File: src/hw/rtl/arx64_stream_cipher_xor_assert.svh
// Assertion macros shared by the cipher RTL.
`ifndef ARX64_STREAM_CIPHER_XOR_ASSERT_SVH
`define ARX64_STREAM_CIPHER_XOR_ASSERT_SVH

// Same-cycle implication, disabled while reset is low.
`define ARX_ASSERT_SAME(lbl, clk, rst_n, ante, cons, msg) \
    lbl: assert property (@(posedge clk) disable iff (!rst_n) (ante) |-> (cons)) \
        else $error(msg);

// Next-cycle implication, disabled while reset is low.
`define ARX_ASSERT_NEXT(lbl, clk, rst_n, ante, cons, msg) \
    lbl: assert property (@(posedge clk) disable iff (!rst_n) (ante) |=> (cons)) \
        else $error(msg);

`endif

File: src/hw/rtl/arx_pkg.sv
// Types, constants and helper functions of the 64-bit ARX stream cipher.
package arx_pkg;

    localparam int WORD_W     = 64;
    localparam int VB_W       = 4;
    localparam int TDATA_W    = 72;
    localparam int NUM_WORDS  = 16;
    localparam int LANES      = 4;
    localparam int CFG_IDX_W  = 3;
    localparam int DEFAULT_ROUND_COUNT = 20;

    typedef logic [WORD_W-1:0] word_t;
    typedef logic [1:0]        step_t;

    localparam step_t LAST_STEP = 2'd3;

    // Configuration register indexes
    localparam logic [CFG_IDX_W-1:0] REG_KEY0          = 3'd0;
    localparam logic [CFG_IDX_W-1:0] REG_KEY1          = 3'd1;
    localparam logic [CFG_IDX_W-1:0] REG_KEY2          = 3'd2;
    localparam logic [CFG_IDX_W-1:0] REG_KEY3          = 3'd3;
    localparam logic [CFG_IDX_W-1:0] REG_NONCE_LOW     = 3'd4;
    localparam logic [CFG_IDX_W-1:0] REG_NONCE_HIGH    = 3'd5;
    localparam logic [CFG_IDX_W-1:0] REG_START_COUNTER = 3'd6;

    localparam word_t SIGMA_HEAD [4] = '{
        64'h6170786593810fab, 64'h3320646ec7398aee,
        64'h79622d3217318274, 64'h6b206574babadada};
    localparam word_t SIGMA_MID [5] = '{
        64'h2ae36e593e46ad5f, 64'hb68f143029225fc9, 64'h8da1e08468303aa6,
        64'ha48a209acd50a4a7, 64'h7fdc12f23f90778c};

    typedef enum logic [2:0] {
        S_IDLE,
        S_LOAD,
        S_ROUND,
        S_FFWD,
        S_EMIT
    } state_t;

    typedef struct packed {
        logic  ready;   // input side may take a beat
        logic  load;    // load working words from the input state
        logic  rnd_en;  // apply one quarter-round step on all four lanes
        logic  diag;    // diagonal round (else column round)
        step_t step;    // step within the quarter-round
        logic  ffwd;    // add input state, bump block counter
        logic  emit;    // write the output register
    } ctrl_t;

    // Fixed rotate right for each quarter-round step: 32, 24, 16, 63.
    function automatic word_t rotr_step(input word_t v, input step_t s);
        word_t r;
        case (s)
            2'd0:    r = {v[31:0], v[63:32]};
            2'd1:    r = {v[23:0], v[63:24]};
            2'd2:    r = {v[15:0], v[63:16]};
            default: r = {v[62:0], v[63]};
        endcase
        return r;
    endfunction

    // Low-byte mask for a valid byte count; counts above eight keep all bytes.
    function automatic word_t byte_mask(input logic [VB_W-1:0] vb);
        word_t m;
        for (int k = 0; k < WORD_W / 8; k++) begin
            m[8*k +: 8] = (vb > VB_W'(k)) ? 8'hFF : 8'h00;
        end
        return m;
    endfunction

endpackage

File: src/hw/rtl/arx_seq.sv
// Sequencer: block load, round/step counting, feed-forward and output control.
`include "arx64_stream_cipher_xor_assert.svh"

module arx_seq import arx_pkg::*; #(
    parameter int ROUND_COUNT = DEFAULT_ROUND_COUNT
) (
    input  logic  aclk,
    input  logic  aresetn,
    input  logic  in_accept,
    input  logic  need_block,
    input  logic  out_free,
    output ctrl_t ctrl
);

    // rounds go in column/diagonal pairs
    localparam int TOTAL_ROUNDS = 2 * ((ROUND_COUNT + 1) / 2);
    localparam int RND_W        = $clog2(TOTAL_ROUNDS);
    localparam logic [RND_W-1:0] RND_LAST = RND_W'(TOTAL_ROUNDS - 1);

    state_t           state_reg, state_next;
    logic [RND_W-1:0] rnd_reg, rnd_next;
    step_t            step_reg, step_next;

    always_ff @(posedge aclk) begin
        if (!aresetn) begin
            state_reg <= S_IDLE;
            rnd_reg   <= '0;
            step_reg  <= '0;
        end else begin
            state_reg <= state_next;
            rnd_reg   <= rnd_next;
            step_reg  <= step_next;
        end
    end

    always_comb begin
        state_next = state_reg;
        rnd_next   = rnd_reg;
        step_next  = step_reg;
        ctrl       = '0;
        ctrl.diag  = rnd_reg[0];
        ctrl.step  = step_reg;
        case (state_reg)
            S_IDLE: begin
                ctrl.ready = 1'b1;
                if (in_accept) begin
                    state_next = need_block ? S_LOAD : S_EMIT;
                end
            end
            S_LOAD: begin
                ctrl.load  = 1'b1;
                rnd_next   = '0;
                step_next  = '0;
                state_next = S_ROUND;
            end
            S_ROUND: begin
                ctrl.rnd_en = 1'b1;
                step_next   = step_reg + 2'd1;
                if (step_reg == LAST_STEP) begin
                    if (rnd_reg == RND_LAST) begin
                        state_next = S_FFWD;
                    end else begin
                        rnd_next = rnd_reg + RND_W'(1);
                    end
                end
            end
            S_FFWD: begin
                ctrl.ffwd  = 1'b1;
                state_next = S_EMIT;
            end
            S_EMIT: begin
                if (out_free) begin
                    ctrl.emit  = 1'b1;
                    state_next = S_IDLE;
                end
            end
            default: begin
                state_next = S_IDLE;
            end
        endcase
    end

    `ARX_ASSERT_NEXT(a_load_clears, aclk, aresetn, state_reg == S_LOAD,
        rnd_reg == '0 && step_reg == '0, "round counters not cleared on load")
    `ARX_ASSERT_NEXT(a_round_exit, aclk, aresetn,
        state_reg == S_ROUND && step_reg == LAST_STEP && rnd_reg == RND_LAST,
        state_reg == S_FFWD, "last round step did not go to feed-forward")
    `ARX_ASSERT_NEXT(a_accept_leaves_idle, aclk, aresetn,
        state_reg == S_IDLE && in_accept,
        state_reg == S_LOAD || state_reg == S_EMIT, "accepted beat left no work")

endmodule

File: config.mk
export PLATFORM = sky130hd
export DESIGN_NAME = arx_seq
export DESIGN_NICKNAME = d
export VERILOG_FILES = /design/src/hw/rtl/arx_pkg.sv /design/src/hw/rtl/arx_seq.sv
export VERILOG_INCLUDE_DIRS = /design/src /design/src/hw/rtl
export SDC_FILE = /design/constraint.sdc
export NUM_CORES = 1
export LEC_CHECK = 0
export BUFFER_PORTS_ARGS = -buffer_cell sky130_fd_sc_hd__buf_4
export CORE_AREA = 2 2 39 41
export CTS_BUF_LIST = sky130_fd_sc_hd__clkbuf_8
export CTS_CLUSTER_SIZE = 10
export DETAILED_ROUTE_END_ITERATION = 7
export DIE_AREA = 0 0 41 43
export PLACE_DENSITY_LB_ADDON = 0.1
export SETUP_SLACK_MARGIN = 0.15
export SKIP_LAST_GASP = 1
export SYNTH_ARGS = -nofsm -noshare
export SYNTH_HDL_FRONTEND = slang
export SYNTH_SLANG_ARGS = --single-unit
File: constraint.sdc
create_clock -name aclk -period 3.6 [get_ports aclk]
set_input_delay 0.36 -clock aclk [delete_from_list [all_inputs] [get_ports aclk]]
set_output_delay 0.36 -clock aclk [all_outputs]
set_load 0.02 [all_outputs]
# ---- Word level (Yosys, flattened, before mapping)
# Cells that the tools add are included.
# W data, S select, Z words.
dict set report op_classes {
  magnitude_cmp 0
  eq_ne 11
  bitwise 0
  div 0
  multipliers 0
  addsub 2
  mux 16
  reduce_logical 4
  n_shift 0
}
# cell n
set ops {}
lappend ops {{$mux W3} 5}
lappend ops {{$pmux W3 S5} 1}
lappend ops {{$mux W5} 2}
lappend ops {{$ne A2 B2 Y1 const B} 5}
lappend ops {{$pmux W5 S2} 1}
lappend ops {{$eq A3 B2 Y1 const B} 2}
lappend ops {{$mux W1} 6}
lappend ops {{$add A5 B1 Y5 const B} 1}
lappend ops {{$eq A5 B5 Y1 const B} 1}
lappend ops {{$pmux W2 S2} 1}
lappend ops {{$reduce_and A4 Y1} 1}
lappend ops {{$eq A3 B1 Y1 const B} 1}
lappend ops {{$eq A3 B3 Y1 const B} 1}
lappend ops {{$logic_not A3 Y1} 1}
lappend ops {{$reduce_and A3 Y1} 1}
lappend ops {{$add A2 B1 Y2 const B} 1}
lappend ops {{$eq A2 B2 Y1 const B} 1}
lappend ops {{$reduce_bool A2 Y1} 1}
dict set report word_totals {
  out_inout_bits 8
  ff_bits 10
  ram_bits 0
  mem_count 0
  mem_bits_ro 0
  latchBits 0
}

# ---- Logic depth before layout (Yosys ltp)
# Gate-level depths: netlist of the first run.
dict set report logic_depth {
  ltp_word 4
  ltp_mapped 5
  depth_no_buf 4
}

# ---- Least setup slack after synthesis of the first run
# OpenSTA, ideal clock, no wires.
dict set report synth_timing {
  path_kind {register to register}
  startpoint {register rnd_reg[0]}
  endpoint {register rnd_reg[1]}
  arrival_ns 1.535
  setup_time_ns 0.075
  stages_incl_launch_ff 5
  required_ns 3.525
  synth_period_minus_slack_ns 1.610
  path_slack_ns 1.990
  n_path_buf 0
  path_cell_list {dfxtp_1 ha_1 or4bb_1 a211o_1 a31oi_1}
}
dict set report synth_via {
  elab_chain_len 4
  elab_cells_between_ends 7
}
# element line_no
set synth_rtl {}
lappend synth_rtl {{start, declared} arx_seq.sv:21} ;# logic [RND_W-1:0] rnd_reg, rnd_next;
lappend synth_rtl {{start signal, assigned} arx_seq.sv:31} ;# rnd_reg <= rnd_next;
lappend synth_rtl {{$add A5 B1 Y5} arx_seq.sv:63} ;# rnd_next = rnd_reg + RND_W'(1);
lappend synth_rtl {{$mux W5} arx_seq.sv:60} ;# if (rnd_reg == RND_LAST) begin
lappend synth_rtl {{$mux W5} arx_seq.sv:59} ;# if (step_reg == LAST_STEP) begin
lappend synth_rtl {{$pmux W5 S2} arx_seq.sv:43} ;# case (state_reg)
# Parallel ways exist; a longest one is shown, timed or not. The select of a mux whose other input is x is not followed.
# A chain may end at the register's enable or synchronous reset.

==> metrics.md, run 1 <==
| Metric | Value |
|---|---|
| Setup TNS | `0 ns` |
| First-pass GRT wire length | `1.91 mm` |
| Crit path kind | `register to output port` |
| Logic gate share of total power | `12.6%` |
| Clock buffer depth | `2` |
| Largest register FFs | `5` |
| Net Sw Power | `0.0000624 W` |
| Max_cap viols | `0` |
| Share of cells above drive strength 1 | `23.1%` |
| Int Pwr | `0.000202 W` |
| Total wire length | `1.18 mm` |
| Unrepaired setup endpoints after global routing | `false` |
| # DRC | `0` |
| Mapped Cells | `67` |
| Avg WL per Cell | `12.5 um` |
| CTS hold repair buffers | `0` |
| Overall routing resource usage | `16.8%` |
| CTS Buf Count | `3` |
| Setup bufs post-CTS | `0` |
| CP delay by family, top | `simple AND/OR/NAND/NOR gates` |
| Worst reg2reg path depth | `3` |
| Delay of the slowest critical-path stage | `0.57 ns` |
| Worst VDD drop | `0.239 mV` |
| Cell Pwr Density | `386 nW/um2` |
| Synthesized area per cell | `8.25 um2` |
| Register Area | `200 um2` |
| Crit path to | `ctrl[5]` |
| Die Wd | `41 um` |
| Root Buffer | `clkbuf_8` |
| Largest net degree at the start of global routing | `13` |
| Vias per cell | `5.71` |
| Tcrit/Tclk final | `56.1%` |
| Critical register-to-register path startpoint | `state_reg[1]` |
| Rows | `14` |
| Type of destination of the critical path | `output port` |
| Net Count, Synth | `74` |
| Sequential share of the synthesized area | `36.2%` |
| 1st-pass router iterations | `4` |
| Flop pwr share | `44.9%` |
| I/O pin cnt | `13` |
| Skew-Pair Late Insertion Delay | `0.23 ns` |
| Sw frac | `23.6%` |
| WHS | `0.363 ns` |
| Antenna Nets Post-Route | `0` |
| Clock-pin slew on the worst setup and hold paths | `0.05 ns` |
| DPL Wire Length | `823 um` |
| Max Clock Skew | `0.00417 ns` |
| Vias in the first global route | `448` |
| Leading cell types in the layout, fill and taps excluded | `buf_4, dfxtp_1, nand2_1` |
| Fin nets | `87` |
| Syn. warnings | `0` |
| Crit Reg-Reg Endpoint | `rnd_reg[2]` |
| Tmin final | `2.02 ns` |
| CTS tree | `done` |
| Crit path max fanout | `12` |
| # port buffers | `12` |
| Multi-input logic area | `314 um2` |
| Initial antenna violation count | `0` |
| Slew @ Worst Pin | `0.389 ns` |
| Filler cell count in the final layout | `140` |
| Post-Syn Area | `553 um2` |
| Sink Count | `10` |
| Reg2reg setup slack | `1.84 ns` |
| Htree depth | `1` |
| Slowest stage cell, crit path | `or3b_1` |
| Crit. path cell count | `3` |
| HP Start | `aresetn` |
| Library cells used by synthesis | `27` |
| CP Launch Type | `register` |
| Die Area | `1760 um2` |
| Crit path from | `state_reg[1]` |
| Area growth from synthesis to layout | `23.8%` |
| Slew margin rel. | `74.1%` |
| Endpoints failing setup | `0` |
| Placeable Area | `1380 um2` |
| WP data arrival | `1.66 ns` |
| Commonest non-fill, non-tap cell in the layout | `buf_4` |
| DIE HEIGHT | `43 um` |
| LEAKAGE | `0.262 nW` |
| Starting DRC count in detailed routing | `10` |
| Cts repair resizes | `0` |
| Initial cell density of the core | `40.0%` |
| Remaining Overflow, GRT | `0` |
| Fmax | `0.495 GHz` |
| CP cell instances | `or3b_1 > clkinv_1 > buf_4` |
| Global placer's final weighted congestion | `0.802` |
| Outcome | `completed` |
| Clock share of power | `42.5%` |
| Required @ worst endpoint | `3.24 ns` |
| Hold Vio Cnt, Final | `0` |
| Buf/Inv on CP | `2` |
| # diodes | `0` |
| Seq cells post-synth | `10` |
| Fin. max-slew vios | `0` |
| Vias | `537` |
| HP Class | `primary input to register` |
power by group through the flow:
stage | logic, W | registers [W] | clock network (W)
final | 0.0000332 | 0.000119 | 0.000112
after global routing | 0.0000369 | 0.000119 | 0.000122
after CTS | 0.0000337 | 0.000118 | 0.000115
after detailed placement | 0.0000335 | 0.000120 | 0
after global placement | 0.0000337 | 0.000120 | 0
after floorplan | 0.0000201 | 0.000120 | 0
metrics by stage:
step / std cells / setup WS (ns) / power (W) / cell area [um2] / utilization (%)
floorplan: 67 / 1.99 / 0.000140 / 553 / -
global placement: 91 / 1.83 / 0.000154 / 643 / 46.5
detailed placement: 91 / 1.83 / 0.000154 / 643 / 46.5
CTS: 94 / 1.58 / 0.000267 / 684 / 49.5
global route: 94 / 1.50 / 0.000278 / 684 / 49.5
finish: 94 / 1.58 / 0.000264 / 684 / 49.5
worst min path at each step:
| stage | endpoint | slack [ns] | cells past startpoint |
|---|---|---|---|
| global placement | step_reg[1] | 0.48 | 2 |
| finish | state_reg[0] | 0.36 | 3 |
| floorplan | rnd_reg[4] | 0.44 | 1 |
| detailed placement | step_reg[1] | 0.49 | 2 |
| CTS | state_reg[0] | 0.36 | 3 |
| global route | state_reg[0] | 0.38 | 3 |
per-layer routing:
metal	vias to the layer above	track usage (%)	share of wire, %
li1	275	-	-
met1	248	20.6	47
met2	12	22.8	45
met3	2	9.42	6.3
met4	0	8.00	1.4
met5	-	0	0
synth_stat cells (all sizes together):
library cell  instances  area (um2)
a31oi                 4        25.0
or4bb                 1        11.3
a211oi                1        7.51
a21oi                 3        15.0
a211o                 2        17.5
clkbuf                1        3.75
ha                    2        25.0
nand3b                2        15.0
buf                   3        16.3
inv                   3        11.3
nand4                 5        31.3
a311oi                3        26.3
nand2b                1        6.26
o21ba                 2        20.0
and3b                 1        8.76
nand3                 5        25.0
nor3                  2        10.0
clkinv                2        7.51
or4                   1        7.51
nand2                 7        26.3
or3b                  2        17.5
nor3b                 1        7.51
dfxtp                10         200
nor2                  3        11.3
logic make-up after synthesis:
family	count (synthesis)	share of synthesized area [%]
AOI/OAI and AO/OA	15	20.1
DFF	10	36.2
and+or+nand+nor	31	32.1
adders and majority gates	2	4.52
buffers and inverters	9	7.01
worst min-delay path, delay by kind of cell:
family,cells,cell delay [ns]
AO/OA/AOI/OAI,1,0.03
AND/OR/NAND/NOR,1,0.05
buffers and inverters,1,0.11
cell type report:
cell class,instances,area share [%]
Multi-Input combinational cell,48,45.9
Sequential cell,10,29.3
Timing Repair Buffer,12,13.2
Clock buffer,3,6.03
Tap cell,16,2.93
Inverter,5,2.74
Note: power is estimated with default switching activity, not from simulation.
==> run 2, diff against run 1 <==
- ABC_AREA: default -> 1
- CORE_AREA: 2 2 39 41 -> default
- CORE_UTILIZATION: default -> 46
- DIE_AREA: 0 0 41 43 -> default
- clock period: 3.6 -> 1.94 ns (I/O delays scaled with it)
==> run 2 against run 1 <==
Effect of this change: flip-flop and latch count is the same; critical path depth is the same; die area shrank 6.5%; routed wire length grew 16%; worst hold slack lost 0.13 ns; design area grew 17%; utilization grew 9.9 points; sequential share of layout area shrank 4.3 points; via count grew 23%; combinational power grew to 12 times the previous value; sequential power grew to 2.8 times the previous value; worst setup slack lost 1.1 ns; largest cell class unchanged.
==> metrics.md, run 2 <==
| Metric | Value |
|---|---|
| Sequential share of the synthesized area | `29.2% (-7.0 points)` |
| Setup bufs post-CTS | `0 (unchanged)` |
| Filler cell count in the final layout | `132 (-5.7%)` |
| Post-Syn Area | `686 um2 (+24%)` |
| Largest register FFs | `5 (unchanged)` |
| Placeable Area | `1350 um2 (-2.4%)` |
| Tcrit/Tclk final | `74.7%` |
| Seq cells post-synth | `10 (unchanged)` |
| 1st-pass router iterations | `4 (unchanged)` |
| Area growth from synthesis to layout | `16.8%` |
| Starting DRC count in detailed routing | `19 (+9)` |
| HP Class | `primary input to register` |
| Clock buffer depth | `2 (unchanged)` |
| Hold Vio Cnt, Final | `0 (unchanged)` |
| Commonest cells post-synth | `nand2_1, inv_1, nor2_1` |
| HP Start | `aresetn` |
| Fin nets | `127 (+46%)` |
| CTS tree | `done` |
| First-pass GRT wire length | `2.07 mm (+8.3%)` |
| Total wire length | `1.37 mm (+16%)` |
| Required @ worst endpoint | `1.75 ns (-1.49 ns)` |
| Global placer's final weighted congestion | `0.811 (+1.0%)` |
| Slew margin rel. | `76.1% (+2.0 points)` |
| Clock-pin slew on the worst setup and hold paths | `0.05 ns (about the same)` |
| Register Area | `200 um2 (unchanged)` |
| Commonest non-fill, non-tap cell in the layout | `nand2_1` |
| Critical register-to-register path startpoint | `rnd_reg[0]` |
| Overall routing resource usage | `20.1% (+3.3 points)` |
| Root Buffer | `clkbuf_8` |
| LEAKAGE | `0.404 nW (+54%)` |
| Antenna Nets Post-Route | `0 (unchanged)` |
| CP Launch Type | `register` |
| Cts repair resizes | `0 (unchanged)` |
| Initial cell density of the core | `50.8% (+11 points)` |
| Avg WL per Cell | `10.3 um (-18%)` |
| Outcome | `completed` |
| Type of destination of the critical path | `output port` |
| Multi-input logic area | `383 um2 (+22%)` |
| Vias | `662 (+23%)` |
| # diodes | `0 (unchanged)` |
| Fmax | `0.690 GHz` |
| Crit path from | `state_reg[2]` |
| Remaining Overflow, GRT | `0 (unchanged)` |
| Share of cells above drive strength 1 | `19.5% (-3.6 points)` |
| Mapped Cells | `107 (+60%)` |
| Htree depth | `1 (unchanged)` |
| Post-place setup slack | `0.623 ns (-1.21 ns)` |
| Crit path max fanout | `5 (-7)` |
| Syn. warnings | `0 (unchanged)` |
| Rows | `13 (-1)` |
| Sink Count | `10 (unchanged)` |
| Synthesized area per cell | `6.41 um2 (-22%)` |
| Unrepaired setup endpoints after global routing | `false` |
| Worst VDD drop | `0.650 mV (+170%)` |
| Die Wd | `40.6 um (-0.96%)` |
| CTS hold repair buffers | `0 (unchanged)` |
| Max Clock Skew | `0.00464 ns (+0.000468 ns)` |
| Library cells used by synthesis | `21 (-22%)` |
| DPL Wire Length | `1.04 mm (+26%)` |
| DIE HEIGHT | `40.6 um (-5.6%)` |
| CTS Buf Count | `3 (unchanged)` |
| Endpoints failing setup | `0 (unchanged)` |
| # port buffers | `12 (unchanged)` |
| Setup ws final | `0.490 ns (-1.09 ns)` |
| Fin. max-slew vios | `0 (unchanged)` |
| Synth area leader | `dfxtp_1` |
| Largest net degree at the start of global routing | `10 (-3)` |
| Initial antenna violation count | `0 (unchanged)` |
| Tmin final | `1.45 ns` |
| Vias in the first global route | `495 (+10%)` |
| Most used DFF post-synth | `dfxtp_1` |
| Net Count, Synth | `114 (+54%)` |
| Skew-Pair Late Insertion Delay | `0.24 ns (about the same)` |
| Cell Pwr Density | `1180 nW/um2 (+210%)` |
| Largest cells by area after synthesis | `dfxtp_1, nand2_1, nand3_1, inv_1, nor2_1` |
| Top-count cell post-synth | `nand2_1` |
| Die Area | `1650 um2 (-6.5%)` |
| Max_cap viols | `0 (unchanged)` |
| # DRC | `0 (unchanged)` |
| Setup TNS | `0 ns (unchanged)` |
| Top-area cell type share of the netlist area | `29.2% (-7.0 points)` |
| I/O pin cnt | `13 (unchanged)` |
| Crit path kind | `register to output port` |
| Post-synth EDFFs | `0 (unchanged)` |
| Slew @ Worst Pin | `0.358 ns (-0.0309 ns)` |
| Leading cell types in the layout, fill and taps excluded | `nand2_1, inv_1, nor2_1` |
| Synth async-reset ratio | `0% (unchanged)` |
| Vias per cell | `4.98 (-13%)` |
| WP data arrival | `1.26 ns (-0.40 ns)` |
run 2: changes by cell type after synthesis, sizes merged, moves of 2 or more:
cell / change
a311oi: -3
a31oi: -4
clkinv: -2
inv: +15
a211o: -2
nand2: +20
o21ba: -2
nand3: +10
nor2: +14
nand4: -3
o21ai: +2
or3b: -2
run 2: final cells by class:
cell class | count | area share [%]
multi-input cells | 75 | 47.8
flip-flops and latches | 10 | 25.0
repair buffers | 12 | 11.2
inverters | 18 | 8.44
clock buffers | 3 | 5.16
well taps | 15 | 2.34
run 2: worst paths after layout:
kind	to	slack (ns)	cells after the start
worst max-delay path	ctrl[0]	0.49	3
worst min-delay path	rnd_reg[3]	0.23	3
worst max register to register	rnd_reg[4]	0.61	8
worst min register to register	step_reg[0]	0.48	1
run 2: power breakdown:
| part | internal (W) | leakage (nW) | switching, W | total, W |
|---|---|---|---|---|
| Sequential | 0.000253 | 0.0815 | 0.0000776 | 0.000330 |
| Clock | 0.000136 | 0.0216 | 0.0000787 | 0.000214 |
| Combinational | 0.000158 | 0.301 | 0.000240 | 0.000398 |
run 2: per-stage QoR:
stage | total power, W | utilization (%) | instance area, um2 | hold WS (ns) | std cells
floorplan | 0.000642 | - | 686 | 0.314 | 107
global route | 0.00101 | 59.3 | 801 | 0.240 | 133
CTS | 0.000947 | 59.3 | 801 | 0.229 | 133
finish | 0.000943 | 59.3 | 801 | 0.230 | 133
global placement | 0.000731 | 56.3 | 759 | 0.476 | 130
detailed placement | 0.000730 | 56.3 | 759 | 0.473 | 130
run 2: per-layer routing:
metal | vias up | share of wire (%) | GRT usage, %
li1 | 359 | - | -
met1 | 279 | 52 | 27.0
met2 | 20 | 40 | 27.0
met3 | 4 | 5.6 | 6.67
met4 | 0 | 2.5 | 12.5
met5 | - | 0 | 0
run 2: kinds of logic (layout without fill, tap and decap cells):
family / after synthesis / in the layout / synth area share, %
AND/OR/NAND/NOR: 67 / 67 / 47.8
buffers and inverters: 22 / 33 / 15.0
flip-flops: 10 / 10 / 29.2
AO/OA/AOI/OAI: 6 / 6 / 4.38
adder cells (fa/ha/maj): 2 / 2 / 3.65
run 2: critical path: stages (launching register included):
cell and delay (ns):
dfxtp_1 0.46, inv_2 0.10, nor4_1 0.27, buf_4 0.20
==> run 3, diff against run 2 <==
- ABC_AREA: 1 -> 0
- CORE_AREA: default -> 2 2 39 41
- CORE_UTILIZATION: 46 -> default
- DIE_AREA: default -> 0 0 41 43
- clock period: 1.94 -> 1.21 ns (I/O delays scaled with it)
==> run 3 against run 2 <==
Effect of this change: the run now ends with setup timing left; sequential power rose by 4%; utilization rose by 21 points; via count rose by 6.5%; routed wire length rose by 40%; critical path depth rose by 1; worst setup slack got worse by 0.75 ns; worst hold slack got worse by 0.094 ns; global-route usage rose by 2.1 points; non-clock buffer count rose by 29.
==> metrics.md, run 3 (same netlist as run 1, synthesis figures left out) <==
| Metric | Value |
|---|---|
| Clock buffer depth | `2 (unchanged)` |
| Setup ws final | `-0.259 ns (-0.749 ns)` |
| # port buffers | `12 (unchanged)` |
| Post-place setup slack | `-0.235 ns (-0.858 ns)` |
| Vias | `705 (+6.5%)` |
| Initial antenna violation count | `0 (unchanged)` |
| Worst VDD drop | `0.837 mV (+29%)` |
| Clock-pin slew on the worst setup and hold paths | `0.05 ns (about the same)` |
| I/O pin cnt | `13 (unchanged)` |
| Share of cells above drive strength 1 | `66.7% (+47 points)` |
| Sw frac | `27.0% (-15 points)` |
| Hold Path Depth | `3 (unchanged)` |
| Tmin final | `1.47 ns` |
| LEAKAGE | `0.451 nW (+12%)` |
| Die Wd | `41 um (+0.97%)` |
| Antenna Nets Post-Route | `0 (unchanged)` |
| Area growth from synthesis to layout | `101%` |
| Worst reg2reg path depth | `4 (-4)` |
| Leading cell types in the layout, fill and taps excluded | `buf_4, buf_6, dfxtp_2` |
| DIE HEIGHT | `43 um (+5.9%)` |
| Setup TNS | `-2.04 ns (-2.04 ns)` |
| Die Area | `1760 um2 (+6.9%)` |
| Clock share of power | `40.4% (+18 points)` |
| Hold Vio Cnt, Final | `0 (unchanged)` |
| Vias in the first global route | `670 (+35%)` |
| Crit. path cell count | `4 (+1)` |
| Avg WL per Cell | `15.4 um (+50%)` |
| 1st-pass router iterations | `4 (unchanged)` |
| Logic gate share of total power | `21.9% (-20 points)` |
| # DRC | `0 (unchanged)` |
| Largest net degree at the start of global routing | `10 (unchanged)` |
| Type of destination of the critical path | `register` |
| Cell Pwr Density | `817 nW/um2 (-31%)` |
| HP Class | `primary input to register` |
| Buf/Inv on CP | `0 (-2)` |
| Largest register FFs | `5 (unchanged)` |
| Total wire length | `1.91 mm (+40%)` |
| Commonest non-fill, non-tap cell in the layout | `buf_4` |
| Max_cap viols | `0 (unchanged)` |
| Slew @ Worst Pin | `0.308 ns (-0.0505 ns)` |
| Global placer's final weighted congestion | `0.752 (-7.2%)` |
| First-pass GRT wire length | `2.73 mm (+32%)` |
| Endpoints failing setup | `14 (+14)` |
| Fin. max-slew vios | `0 (unchanged)` |
| Dpl cell area | `828 um2 (+9.1%)` |
| Tcrit/Tclk final | `121%` |
| Remaining Overflow, GRT | `0 (unchanged)` |
| Int Pwr | `0.000664 W (+22%)` |
| Max Clock Skew | `0.00171 ns (-0.00293 ns)` |
| Skew-Pair Late Insertion Delay | `0.24 ns (about the same)` |
| DPL Wire Length | `1.10 mm (+6.0%)` |
| Violated checks | `setup timing` |
| Slowest stage cell, crit path | `or4bb_4` |
| Slew margin rel. | `79.4% (+3.3 points)` |
| Delay of the slowest critical-path stage | `0.47 ns (about the same)` |
| WHS | `0.136 ns (-0.0938 ns)` |
| CTS Buf Count | `3 (unchanged)` |
| # diodes | `0 (unchanged)` |
| Flop pwr share | `37.7% (+2.7 points)` |
| Post-route design area | `1110 um2 (+39%)` |
| Outcome | `finished, violations left` |
| CTS tree | `done` |
| Rows | `14 (+1)` |
| Htree depth | `1 (unchanged)` |
| Filler cell count in the final layout | `85 (-36%)` |
| Sink Count | `10 (unchanged)` |
| Placeable Area | `1380 um2 (+2.5%)` |
| Unrepaired setup endpoints after global routing | `true` |
| Required @ worst endpoint | `1.35 ns (-0.40 ns)` |
| Initial cell density of the core | `40.0% (-11 points)` |
| Fin nets | `116 (-8.7%)` |
| Vias per cell | `5.69 (+14%)` |
| Net Sw Power | `0.000246 W (-38%)` |
| CP Launch Type | `register` |
| Root Buffer | `clkbuf_8` |
| Crit path max fanout | `3 (-2)` |
| CP cell instances | `ha_4 > or4bb_4 > a211o_1 > a31oi_1` |
| Starting DRC count in detailed routing | `30 (+11)` |
| CP delay by family, top | `simple AND/OR/NAND/NOR gates` |
| Crit path kind | `register to register` |
| Fmax | `0.681 GHz` |
| WP data arrival | `1.61 ns (+0.35 ns)` |
| Overall routing resource usage | `22.2% (+2.1 points)` |
## run 3: changes by cell type in the layout (fill, tap and decap cells not counted), sizes merged, moves of 4 or more
cell   before  now
a31oi       0    4
buf        12   41
inv        18    3
nand2      27    7
nand3      15    5
nor2       17    3
## run 3: per-layer routing
| metal | up-vias | GRT usage, % | wire (um) |
|---|---|---|---|
| met1 | 331 | 26.2 | 753 |
| met3 | 4 | 5.24 | 107 |
| li1 | 337 | - | - |
| met2 | 33 | 38.8 | 1020 |
| met5 | - | 0 | 0 |
| met4 | 0 | 4.00 | 28 |
## run 3: area by class of cell
| class | instances | area (um2) | share of cell area, % |
|---|---|---|---|
| multi-input combinational | 48 | 418 | 37.5 |
| timing repair buffer | 41 | 383 | 34.4 |
| sequential | 10 | 219 | 19.7 |
| clock buffer | 3 | 41.3 | 3.71 |
| inverter | 5 | 28.8 | 2.58 |
| tap | 16 | 20.0 | 1.80 |
| clock inverter | 1 | 3.75 | 0.337 |
## run 3: repair_timing
item                       in CTS  in global routing
resized for setup              21                 21
setup endpoints to repair      15                 15
hold buffers                    0                  0
pin swaps                       7                 11
hold endpoints to repair        0                  0
buffers inserted                6                  4
## run 3: path summary, 6_finish.rpt
| kind | start | to | slack (ns) |
|---|---|---|---|
| setup / recovery | rnd_reg[1] | rnd_reg[1] | -0.26 |
| hold / removal | aresetn | state_reg[0] | 0.14 |
| setup reg to reg | rnd_reg[1] | rnd_reg[1] | -0.26 |
| hold reg to reg | rnd_reg[4] | rnd_reg[4] | 0.55 |
## run 3: tightest hold or removal path, stage by stage
cell     delay [ns]
buf_4          0.11
nand2_1        0.06
a21oi_2        0.04
## run 3: stage by stage
step / instances / power (W) / utilization, %
final: 124 / 0.000910 / 80.5
after floorplan: 67 / 0.000423 / -
after CTS: 120 / 0.000865 / 72.8
after global routing: 124 / 0.000946 / 80.5
after global placement: 110 / 0.000480 / 59.9
after detailed placement: 110 / 0.000482 / 59.9
## run 3: power groups by stage
stage               combinational (W)  sequential, W  clock [W]
global route                 0.000213       0.000344   0.000389
detailed placement           0.000136       0.000346          0
global placement             0.000134       0.000346          0
finish                       0.000199       0.000343   0.000368
floorplan                   0.0000689       0.000354          0
CTS                          0.000168       0.000342   0.000355
